$ cat src/design/tkfr_pkg.sv
// Shared constants, types and state encoding for the top-K frequency ranker.
`timescale 1ns / 1ps

package tkfr_pkg;

    // Identifier space and count width
    localparam int ID_SPACE     = 1024;
    localparam int ID_W         = $clog2(ID_SPACE);
    localparam int CNT_W        = 16;

    // Ranked list depth and rank counter width (counter also holds MAX_TOP)
    localparam int MAX_TOP      = 10;
    localparam int RNK_W        = $clog2(MAX_TOP + 1);

    // Field widths fixed by the interface
    localparam int TOPK_W       = 4;
    localparam int RANK_W       = 4;

    // Stream payload widths, padded to whole bytes
    localparam int IN_FIELDS_W  = ID_W;
    localparam int IN_TDATA_W   = ((IN_FIELDS_W + 7) / 8) * 8;
    localparam int OUT_FIELDS_W = ID_W + ID_W + RANK_W;
    localparam int OUT_TDATA_W  = ((OUT_FIELDS_W + 7) / 8) * 8;

    // APB register map
    localparam int APB_AW       = 2;
    localparam int APB_DW       = 32;
    localparam logic [APB_AW-1:0] CFG_ADDR_TOP_COUNT = 2'd0;
    localparam logic [TOPK_W-1:0] TOP_COUNT_RESET    = 4'd3;

    // Controller states
    typedef enum logic [2:0] {
        S_CLEAR,
        S_IDLE,
        S_EMIT,
        S_UPDATE,
        S_INSERT
    } t_state;

    // Commands from controller to datapath
    typedef struct packed {
        logic clr_wr;
        logic accept;
        logic emit;
        logic update;
        logic insert;
    } t_cmd;

    // Status from datapath to controller
    typedef struct packed {
        logic clr_done;
        logic emit_more;
        logic emit_last;
        logic out_free;
    } t_sts;

endpackage

$ cat src/design/tkfr_ctrl.sv
// Controller state machine of the top-K frequency ranker.
`timescale 1ns / 1ps

module tkfr_ctrl import tkfr_pkg::*; (
    input  logic i_clk,
    input  logic i_rst_n,
    input  logic i_in_valid,
    input  t_sts i_sts,
    output logic o_in_ready,
    output t_cmd o_cmd
);

    t_state r_state;
    t_state n_state;

    // State register
    always_ff @(posedge i_clk) begin
        if (!i_rst_n) begin
            r_state <= S_CLEAR;
        end else begin
            r_state <= n_state;
        end
    end

    // Next state
    always_comb begin
        n_state = r_state;
        unique case (r_state)
            S_CLEAR: begin
                if (i_sts.clr_done) begin
                    n_state = S_IDLE;
                end
            end
            S_IDLE: begin
                if (i_in_valid) begin
                    n_state = S_EMIT;
                end
            end
            S_EMIT: begin
                if (!i_sts.emit_more) begin
                    n_state = S_UPDATE;
                end else if (i_sts.out_free && i_sts.emit_last) begin
                    n_state = S_UPDATE;
                end
            end
            S_UPDATE: begin
                n_state = S_INSERT;
            end
            S_INSERT: begin
                n_state = S_IDLE;
            end
            default: begin
                n_state = S_CLEAR;
            end
        endcase
    end

    // Outputs
    always_comb begin
        o_cmd      = '0;
        o_in_ready = 1'b0;
        unique case (r_state)
            S_CLEAR: begin
                o_cmd.clr_wr = 1'b1;
            end
            S_IDLE: begin
                o_in_ready   = 1'b1;
                o_cmd.accept = i_in_valid;
            end
            S_EMIT: begin
                o_cmd.emit = i_sts.emit_more && i_sts.out_free;
            end
            S_UPDATE: begin
                o_cmd.update = 1'b1;
            end
            S_INSERT: begin
                o_cmd.insert = 1'b1;
            end
            default: begin
                o_cmd = '0;
            end
        endcase
    end

endmodule

$ cat config.mk
export PLATFORM = sky130hd
export DESIGN_NAME = tkfr_ctrl
export DESIGN_NICKNAME = d
export VERILOG_FILES = /design/src/design/tkfr_pkg.sv /design/src/design/tkfr_ctrl.sv
export SDC_FILE = /design/constraint.sdc
export NUM_CORES = 1
export LEC_CHECK = 0
export BUFFER_PORTS_ARGS = -buffer_cell sky130_fd_sc_hd__buf_2
export CAP_MARGIN = 20
export CORE_AREA = 2 2 39 41
export DETAILED_ROUTE_END_ITERATION = 12
export DIE_AREA = 0 0 41 43
export HOLD_SLACK_MARGIN = 0.12
export REMOVE_ABC_BUFFERS = 1
export SLEW_MARGIN = 0
export SYNTH_ARGS = -nofsm -noshare
export SYNTH_HDL_FRONTEND = slang
export SYNTH_SLANG_ARGS = --single-unit
$ cat constraint.sdc
create_clock -name i_clk -period 2.95 [get_ports i_clk]
set_input_delay 0.295 -clock i_clk [delete_from_list [all_inputs] [get_ports i_clk]]
set_output_delay 0.295 -clock i_clk [all_outputs]
set_load 0.05 [all_outputs]
* Word-level counts from Yosys, hierarchy flattened
Cells that the tools add are included. W data, S select, Z words.
Storage, ports and cells: register bits after elaboration 3, bits of input ports 7, output and inout port bits 6, logic and storage cells 23
Operators by class: equal/unequal tests 7, muxes and demuxes 11, reduce and logical (&&, ||, !) cells 4
Operators by type and width (number):
- $pmux W3 S5 | 1
- $mux W3 | 4
- $eq A3 B2 Y1 const B | 2
- $mux W1 | 6
- $ne A2 B2 Y1 const B | 2
- $eq A3 B1 Y1 const B | 1
- $eq A3 B3 Y1 const B | 1
- $logic_not A3 Y1 | 1
- $ne A3 B3 Y1 const B | 1
- $reduce_and A3 Y1 | 1
- $logic_and A1 B1 Y1 | 2

* Depth between registers and ports, before layout
Gate-level depths: netlist (run 1).
word-level depth 4, mapped depth 4, depth with buffers taken out 3

* Worst setup path after synthesis (run 1)
Ideal clock, no wire load.
path kind register to output, from reg r_state[0], to out o_cmd[3] (netlist bit), arrival time 1.646 ns, data required time 2.655 ns, setup slack 1.009 ns, stages on the path, launching flop included 3, path buffers 0, cells stage by stage dfxtp_1 nor3b_2 and2_1
RTL lines:
- start, declared | RTL line tkfr_ctrl.sv:13 | t_state r_state;
- start signal, assigned | RTL line tkfr_ctrl.sv:21 | r_state <= n_state;
- end, declared | RTL line tkfr_ctrl.sv:10 | output t_cmd o_cmd

==> impl_metrics.yaml, run 1 <==
final_layout:
  diodes: 0
  layout_top_registers: "r_state x3"
  drive_gt1_frac: 0.5000
  nNetsFinal: 44
  postLayoutCoreUtil: 0.2080
  fillers: 165
  top_register: "r_state"
  largest_reg_flops: 3
  area_growth_pct: 54.36
timing:
  finalSetupViolations: 0
  max_freq_mhz: 647.2
  rsz0062_at_grt: "no"
  min_period_over_period: 0.5238
  tightest_slew_ns: 0.2668
  drv_slew: 0
  period_needed_ns: 1.545
  finalHoldViolCount: 0
  setup_tns_ns: 0
  skew_ns: 0.0006697
  maxSlewHeadroom: 0.8219
setup_path:
  cp.required_ns: 2.65
  r2r_slack_ns: 1.85
  critPathBufInv: 1
  slowest_delay_ns: 0.43
  path_cells: "nor3b_2, and2_1, buf_2"
  cp_slowest_cell: "dfxtp_1"
  cp-end-kind: "primary output"
  r2r_start: "r_state[0]"
  r2r_cells: 3
  timing.rr.end: "r_state[0]"
  cp_data_arrival_time_ns: 1.25
  worst_setup_path_start_kind: "register"
  cpLargestDelayFamily: "flip-flops"
  crit_fanout: 7
  path_class: "register to primary output"
pwr:
  power_density_nw_per_um2: 585.0
  leakage_uw: 0.0001411
  ir_worst_vdd_mv: 0.1068
clock_network:
  clk_pin_slew_worst_paths_ns: 0.04
  worst_skew_pair.late_latency_ns: 0.23
  cts_buffer_depth: 2
  cts-resized-gates: 0
  cts_tree: "done"
  clkSinkCount: 3
  cts_made_buffers: 3
  root_buffer: "clkbuf_4"
  hold_buffers: 0
  cts_max_level: 1
  cts_setup_buffers: 0
grt:
  grt_pass1_vias: 174
  grt_pass1_wl_um: 634
  grt_remaining_overflow: 0
  grt_antenna_before_repair: 0
  grt_max_degree: 10
  grt_usage: 0.06118
routing:
  wirelength_um: 432
  vias: 198
  ant_nets: 0
  vias_per_cell: 3.808
  routedWlPerCell_um: 8.308
  drc: 0
  drt_iter0_markers: 1
  dr.pass1.iters: 2
min_path:
  holdPathEnd: "r_state[2]"
  worstHoldStart: "i_rst_n"
  hold_path_class: "input pin to register"
  holdPathStages: 2
place:
  numPortBuffers: 12
  place_congestion: 0.5426
  hpwl_um: 343.2
synthesis:
  synth_fa_ha_area_frac: 0
  yosys.area_share.simple: 0.5034
  avgSynthCellArea_um2: 8.878
  yosys.cell_types.count: 15
  ys_seq_elements: 3
  syn_inst: 21
  synth_mux_area_frac: 0.05369
  synth-compound-area-share: 0.09396
  yosys_warnings: 0
  yosysSeqAreaShare: 0.3221
  synthXorXnorAreaFrac: 0
  netlist_area_um2: 186.4
  synth_top_family_by_area: "simple AND/OR/NAND/NOR gates"
floorplanning:
  core-area_um2: 1384
  die_h_um: 43
  io_pins: 13
  num_rows: 14
  die_area_um2: 1763
  start_util: 0.1347
  die_w_um: 41
status:
  outcome: "finished clean"
job:
  drv_cap: 0
-- through the flow --
step / hold slack (ns) / power (uW) / area (um2) / setup WS [ns] / cells
6_report: 0.3004 / 168.4 / 287.8 / 1.405 / 52
5_1_grt: 0.3087 / 181.6 / 287.8 / 1.296 / 52
4_1_cts: 0.2947 / 173.7 / 287.8 / 1.378 / 52
3_5_place_dp: 0.5382 / 98.26 / 261.5 / 1.631 / 48
3_3_place_gp: 0.5401 / 97.56 / 261.5 / 1.657 / 48
2_1_floorplan: 0.4167 / 85.31 / 181.4 / 1.009 / 20
-- report_power, final --
part | total, uW | internal [uW] | switching, uW
logic | 47.5 | 16.3 | 31.2
registers | 49.3 | 43.8 | 5.51
clock network | 71.6 | 50.7 | 20.9
-- synth_stat cells --
| master | n | area [um2] |
|---|---|---|
| a21boi_1 | 1 | 7.510 |
| and2_1 | 2 | 12.51 |
| and3b_2 | 1 | 10.01 |
| and4_2 | 1 | 10.01 |
| buf_2 | 1 | 5.000 |
| dfxtp_1 | 3 | 60.06 |
| mux2i_1 | 1 | 10.01 |
| nand2_1 | 1 | 3.750 |
| nand2b_1 | 1 | 6.260 |
| nor2_1 | 2 | 7.510 |
| nor2b_1 | 1 | 6.260 |
| nor3_1 | 2 | 10.01 |
| nor3b_1 | 2 | 15.01 |
| nor3b_2 | 1 | 12.51 |
| o311a_1 | 1 | 10.01 |
-- metal layers --
| metal | GRT usage | wire (um) | vias up |
|---|---|---|---|
| met3 | 0.04712 | 44 | 0 |
| li1 | - | - | 105 |
| met5 | 0 | 0 | - |
| met1 | 0.04808 | 173 | 85 |
| met4 | 0.08000 | 0 | 0 |
| met2 | 0.07813 | 215 | 8 |
-- kinds of logic after synthesis --
group | Yosys count
buf+inv | 1
simple gates | 14
flops | 3
mux | 1
compound gates | 2
-- worst max path at each step --
stage / from / endpoint / slack, ns / depth (start not counted)
after floorplan: r_state[0] / o_cmd[3] / 1.01 / 2
after global placement: r_state[0] / o_cmd[3] / 1.66 / 3
after detailed placement: r_state[0] / o_cmd[3] / 1.63 / 3
after CTS: r_state[0] / o_cmd[3] / 1.38 / 3
after global routing: r_state[0] / o_cmd[3] / 1.30 / 3
final: r_state[0] / o_cmd[3] / 1.40 / 3
-- worst reg2reg max path, stage by stage (launching register included) --
cell	delay [ns]
dfxtp_1	0.43
nor2_1	0.08
a21boi_1	0.14
o311a_1	0.34
-- cell type report --
type                       count  area [um2]  area share
clock buffer                   4       26.28     0.09130
sequential                     3       60.06      0.2087
multi-input combinational     17       121.4      0.4217
timing repair buffer          12       60.06      0.2087
tap                           16       20.02     0.06957
-- placed cells by master, fill, tap and decap left out --
cell | Yosys | layout
a21boi_1 | 1 | 1
and2_1 | 2 | 2
and3b_2 | 1 | 1
and4_2 | 1 | 1
buf_2 | 1 | 12
clkbuf_1 | 0 | 1
clkbuf_4 | 0 | 3
dfxtp_1 | 3 | 3
mux2i_1 | 1 | 1
nand2_1 | 1 | 1
nand2b_1 | 1 | 1
nor2_1 | 2 | 2
nor2b_1 | 1 | 1
nor3_1 | 2 | 2
nor3b_1 | 2 | 2
nor3b_2 | 1 | 1
o311a_1 | 1 | 1
Power figures use the tool's default switching activity.
==> run 2, diff against run 1 <==
ABC_AREA = 1   (was not set)
clock period = 1.3 ns   (was 2.95 ns; I/O delays follow)
==> impl_metrics.yaml, run 2 <==
pwr:
  power_density_nw_per_um2: 1380
  fin_total_pwr_uw: 478.3
  leakage_uw: 0.0002011
  ir_worst_vdd_mv: 0.3400
floorplanning:
  die_area_um2: 1763
  core-area_um2: 1384
  die_h_um: 43
  num_rows: 14
  die_w_um: 41
  start_util: 0.1483
  io_pins: 13
synthesis:
  yosysSeqAreaShare: 0.2927
  yosys.cell_types.count: 11
  netlist_area_um2: 205.2
  ys_seq_elements: 3
  ys_top_cells_by_count: "9 x inv_1, 8 x nand2_1, 6 x nor2_1"
  synth_edf_count: 0
  synth_top_area_cell: "dfxtp_1"
  yosys_warnings: 0
  synth_most_common_cell: "inv_1"
  synth_ff_type: "dfxtp_1"
  synth_top_area_share: 0.2927
  async_flop_share: 0
  syn_inst: 35
  avgSynthCellArea_um2: 5.863
  synthTopCellsByArea: "dfxtp_1 29%, inv_1 16%, nand2_1 15%"
timing:
  maxSlewHeadroom: 0.8842
  period_needed_ns: 1.236
  finalHoldViolCount: 0
  setup_tns_ns: 0
  max_freq_mhz: 809.4
  finalSetupViolations: 0
  drv_slew: 0
  rsz0062_at_grt: "yes"
  min_period_over_period: 0.9504
  tightest_slew_ns: 0.1734
  skew_ns: 0.002333
clock_network:
  clk_pin_slew_worst_paths_ns: 0.04
  root_buffer: "clkbuf_4"
  worst_skew_pair.late_latency_ns: 0.23
  cts_setup_buffers: 0
  cts_tree: "done"
  clkSinkCount: 3
  cts_made_buffers: 3
  cts_buffer_depth: 2
  cts_max_level: 1
final_layout:
  fin_area_um2: 346.6
  nNetsFinal: 59
  diodes: 0
  largest_reg_flops: 3
  area_growth_pct: 68.90
  multiInputGateArea_um2: 112.6
  postLayoutCoreUtil: 0.2505
  final_common_cell: "inv_1"
  top_register: "r_state"
  seqCellArea_um2: 60.06
  drive_gt1_frac: 0.4510
  mostFrequentLayoutCells: "8 x inv_1, 7 x nand2_1, 6 x buf_2"
  fillers: 167
  layout_top_registers: "r_state x3"
routing:
  met2WireLength_um: 329
  ant_nets: 0
  drt_iter0_markers: 3
  wirelength_um: 511
  top_layer: "met4"
  dr.pass1.iters: 2
  routedWlPerCell_um: 7.627
  vias: 246
  drc: 0
  vias_per_cell: 3.672
  routed-wl-met3_um: 19
  drt-met1-wl_um: 158
job:
  drv_cap: 0
grt:
  grt_pass1_wl_um: 821
  grt_remaining_overflow: 0
  grt_usage: 0.07322
  grt_antenna_before_repair: 0
  grt_max_degree: 5
  grt_pass1_vias: 244
setup_path:
  cp_data_arrival_time_ns: 1.11
  slowest_delay_ns: 0.34
  worst_setup_path_start_kind: "register"
  cp_slowest_cell: "dfxtp_1"
  crit_fanout: 4
  cpLargestDelayFamily: "simple AND/OR/NAND/NOR gates"
  cp.required_ns: 1.17
  path_class: "register to primary output"
  cp-end-kind: "primary output"
  path_cells: "nor2_2, nand2_2, nor2_1, buf_6"
  critPathBufInv: 1
place:
  place_congestion: 0.7741
  place_area_um2: 285.3
  numPortBuffers: 12
  hpwl_um: 444.9
min_path:
  hold_path_class: "input pin to register"
status:
  outcome: "finished clean"
-- run 2: cell count changes after synthesis, sizes merged, moves of 2 or more --
cell	before	now
nor3	2	0
nand4	0	2
nand2	1	9
inv	0	9
nand3	0	2
nor2	2	8
nor3b	3	0
and2	2	0
-- run 2: layer usage --
| layer | GRT usage | up-vias |
|---|---|---|
| li1 | - | 134 |
| met1 | 0.04167 | 107 |
| met2 | 0.1313 | 3 |
| met3 | 0.04712 | 2 |
| met4 | 0.06000 | 0 |
| met5 | 0 | - |
-- run 2: logic make-up (layout without fill, tap and decap cells) --
kind of cell	after synthesis	after routing	share of synthesized area
buf+inv	10	26	0.1829
simple gates	21	21	0.4817
compound gates	1	1	0.04269
flops	3	3	0.2927
-- run 2: worst min-delay path, delay by kind of cell --
family / cells / cell delay (ns)
buf+inv: 2 / 0.14
simple gates: 1 / 0.09
-- run 2: path summary, 6_finish.rpt --
check	start	end	slack, ns	cells past startpoint
min reg2reg	r_state[1]	r_state[2]	0.52	2
max	r_state[2]	o_cmd[2]	0.06	4
min	i_rst_n	r_state[2]	0.17	3
max reg2reg	r_state[2]	r_state[0]	0.37	6
-- run 2: area by class of cell --
| class | instances | area share |
|---|---|---|
| multi-input cells | 22 | 0.3249 |
| inverters | 10 | 0.1083 |
| flip-flops and latches | 3 | 0.1733 |
| clock buffers | 4 | 0.07581 |
| well taps | 16 | 0.05776 |
| repair buffers | 12 | 0.2599 |
-- run 2: repair_timing --
action | 4_1_cts | 5_1_grt
resized for setup | 2 | 15
endpoints found under the setup margin | 2 | 6
hold buffers | 0 | 0
-- run 2: power by group --
group | total (uW) | switching, uW | leakage (uW) | internal, uW
registers | 111 | 8.21 | 0.0000246 | 103
clock network | 157 | 42.8 | 0.0000150 | 115
logic | 210 | 144 | 0.000162 | 66.1
total | 478 | 195 | 0.000201 | 284
-- run 2: through the flow --
stage / setup slack [ns] / cells / hold slack, ns
2_1_floorplan: -0.04856 / 35 / 0.2642
3_3_place_gp: 0.2444 / 63 / 0.3929
3_5_place_dp: 0.2138 / 63 / 0.4131
4_1_cts: 0.003991 / 67 / 0.1700
5_1_grt: -0.01649 / 67 / 0.1832
6_report: 0.06445 / 67 / 0.1690
==> run 3, diff against run 2 <==
SETUP_SLACK_MARGIN = 0.15   (was not set)
==> impl_metrics.yaml, run 3 (same netlist as run 2, synthesis figures left out) <==
setup_path:
  path_cells: "nor2_4, nand2_2, nor2_2, buf_6"
  cp-end-kind: "primary output"
  cp_data_arrival_time_ns: 1.08
  cp_slowest_cell: "dfxtp_4"
  path_class: "register to primary output"
  worst_setup_path_start_kind: "register"
  slowest_delay_ns: 0.36
  crit_fanout: 4
  cp.required_ns: 1.17
pwr:
  fin_total_pwr_uw: 549.8
  leakage_uw: 0.0002300
  ir_worst_vdd_mv: 0.3513
  power_density_nw_per_um2: 1304
final_layout:
  largest_reg_flops: 3
  postLayoutCoreUtil: 0.3047
  multiInputGateArea_um2: 137.6
  diodes: 0
  area_growth_pct: 105.5
  layout_top_registers: "r_state x3"
  drive_gt1_frac: 0.6545
  mostFrequentLayoutCells: "7 x inv_1, 7 x buf_6, 6 x nand2_1, 6 x buf_2, 4 x nor2_2"
  fillers: 167
  seqCellArea_um2: 66.31
  nNetsFinal: 63
  top_register: "r_state"
floorplanning:
  die_area_um2: 1763
  num_rows: 14
  die_h_um: 43
  core-area_um2: 1384
  start_util: 0.1483
  io_pins: 13
  die_w_um: 41
timing:
  period_needed_ns: 1.207
  rsz0062_at_grt: "yes"
  min_period_over_period: 0.9281
  tightest_slew_ns: 0.1064
  finalHoldViolCount: 0
  skew_ns: 0.002441
  whs_ns: 0.1615
  max_freq_mhz: 828.8
  drv_slew: 0
  finalSetupViolations: 0
  maxSlewHeadroom: 0.9289
clock_network:
  clkSinkCount: 3
  worst_skew_pair.late_latency_ns: 0.23
  root_buffer: "clkbuf_4"
  cts_tree: "done"
  clk_pin_slew_worst_paths_ns: 0.04
  cts_buffer_depth: 2
  hold_buffers: 0
  cts_made_buffers: 3
  cts_max_level: 1
status:
  outcome: "finished clean"
grt:
  grt_pass1_vias: 280
  grt_max_degree: 5
  grt_pass1_wl_um: 931
  grt_remaining_overflow: 0
  grt_usage: 0.08325
  grt_antenna_before_repair: 0
routing:
  wirelength_um: 616
  dr.pass1.iters: 2
  ant_nets: 0
  drc: 0
  vias: 270
  routedWlPerCell_um: 8.676
  drt_iter0_markers: 2
  vias_per_cell: 3.803
job:
  drv_cap: 0
place:
  numPortBuffers: 12
  place_congestion: 0.7741
  hpwl_um: 444.9
min_path:
  hold_path_class: "input pin to register"
[run 3: final cells by class]
class / count / share of cell area
Multi-Input combinational cell: 22 / 0.3264
Timing Repair Buffer: 16 / 0.3116
Sequential cell: 3 / 0.1573
Inverter: 10 / 0.09496
Clock buffer: 4 / 0.06231
Tap cell: 16 / 0.04748
[run 3: through the flow]
step / worst slack (ns) / area, um2 / instances / setup TNS (ns)
floorplan: -0.04856 / 205.2 / 35 / -0.06576
global placement: 0.2444 / 285.3 / 63 / 0
CTS: 0.07919 / 390.4 / 71 / 0
global route: 0.03517 / 421.7 / 71 / 0
finish: 0.09344 / 421.7 / 71 / 0
detailed placement: 0.2138 / 285.3 / 63 / 0
[run 3: critical path: cells and delay by family, from the launching register on]
family,cells,cell delay (ns)
flip-flops,1,0.36
AND/OR/NAND/NOR,3,0.32
buffers and inverters,1,0.17
[run 3: repair_timing]
item                                    CTS  global route
setup buffers                             4             0
resized for setup                        19            10
pin swaps                                 3             4
endpoints found under the setup margin    6             8
[run 3: final timing paths]
check	start	end	slack [ns]	depth (start not counted)
worst max register to register	r_state[0]	r_state[0]	0.16	9
worst max-delay path	r_state[2]	o_cmd[2]	0.09	4
worst min register to register	r_state[1]	r_state[2]	0.51	2
worst min-delay path	i_rst_n	r_state[2]	0.16	3
[run 3: per-layer routing]
layer,global-route usage,wire (um)
met2,0.1594,416
met4,0.06000,4
met1,0.04487,176
met3,0.04712,19
met5,0,0
[run 3: report_power, final]
group | leakage [uW] | switching, uW | internal [uW]
logic | 0.000189 | 164 | 111
clock network | 0.0000150 | 43.2 | 115
registers | 0.0000261 | 13.1 | 103
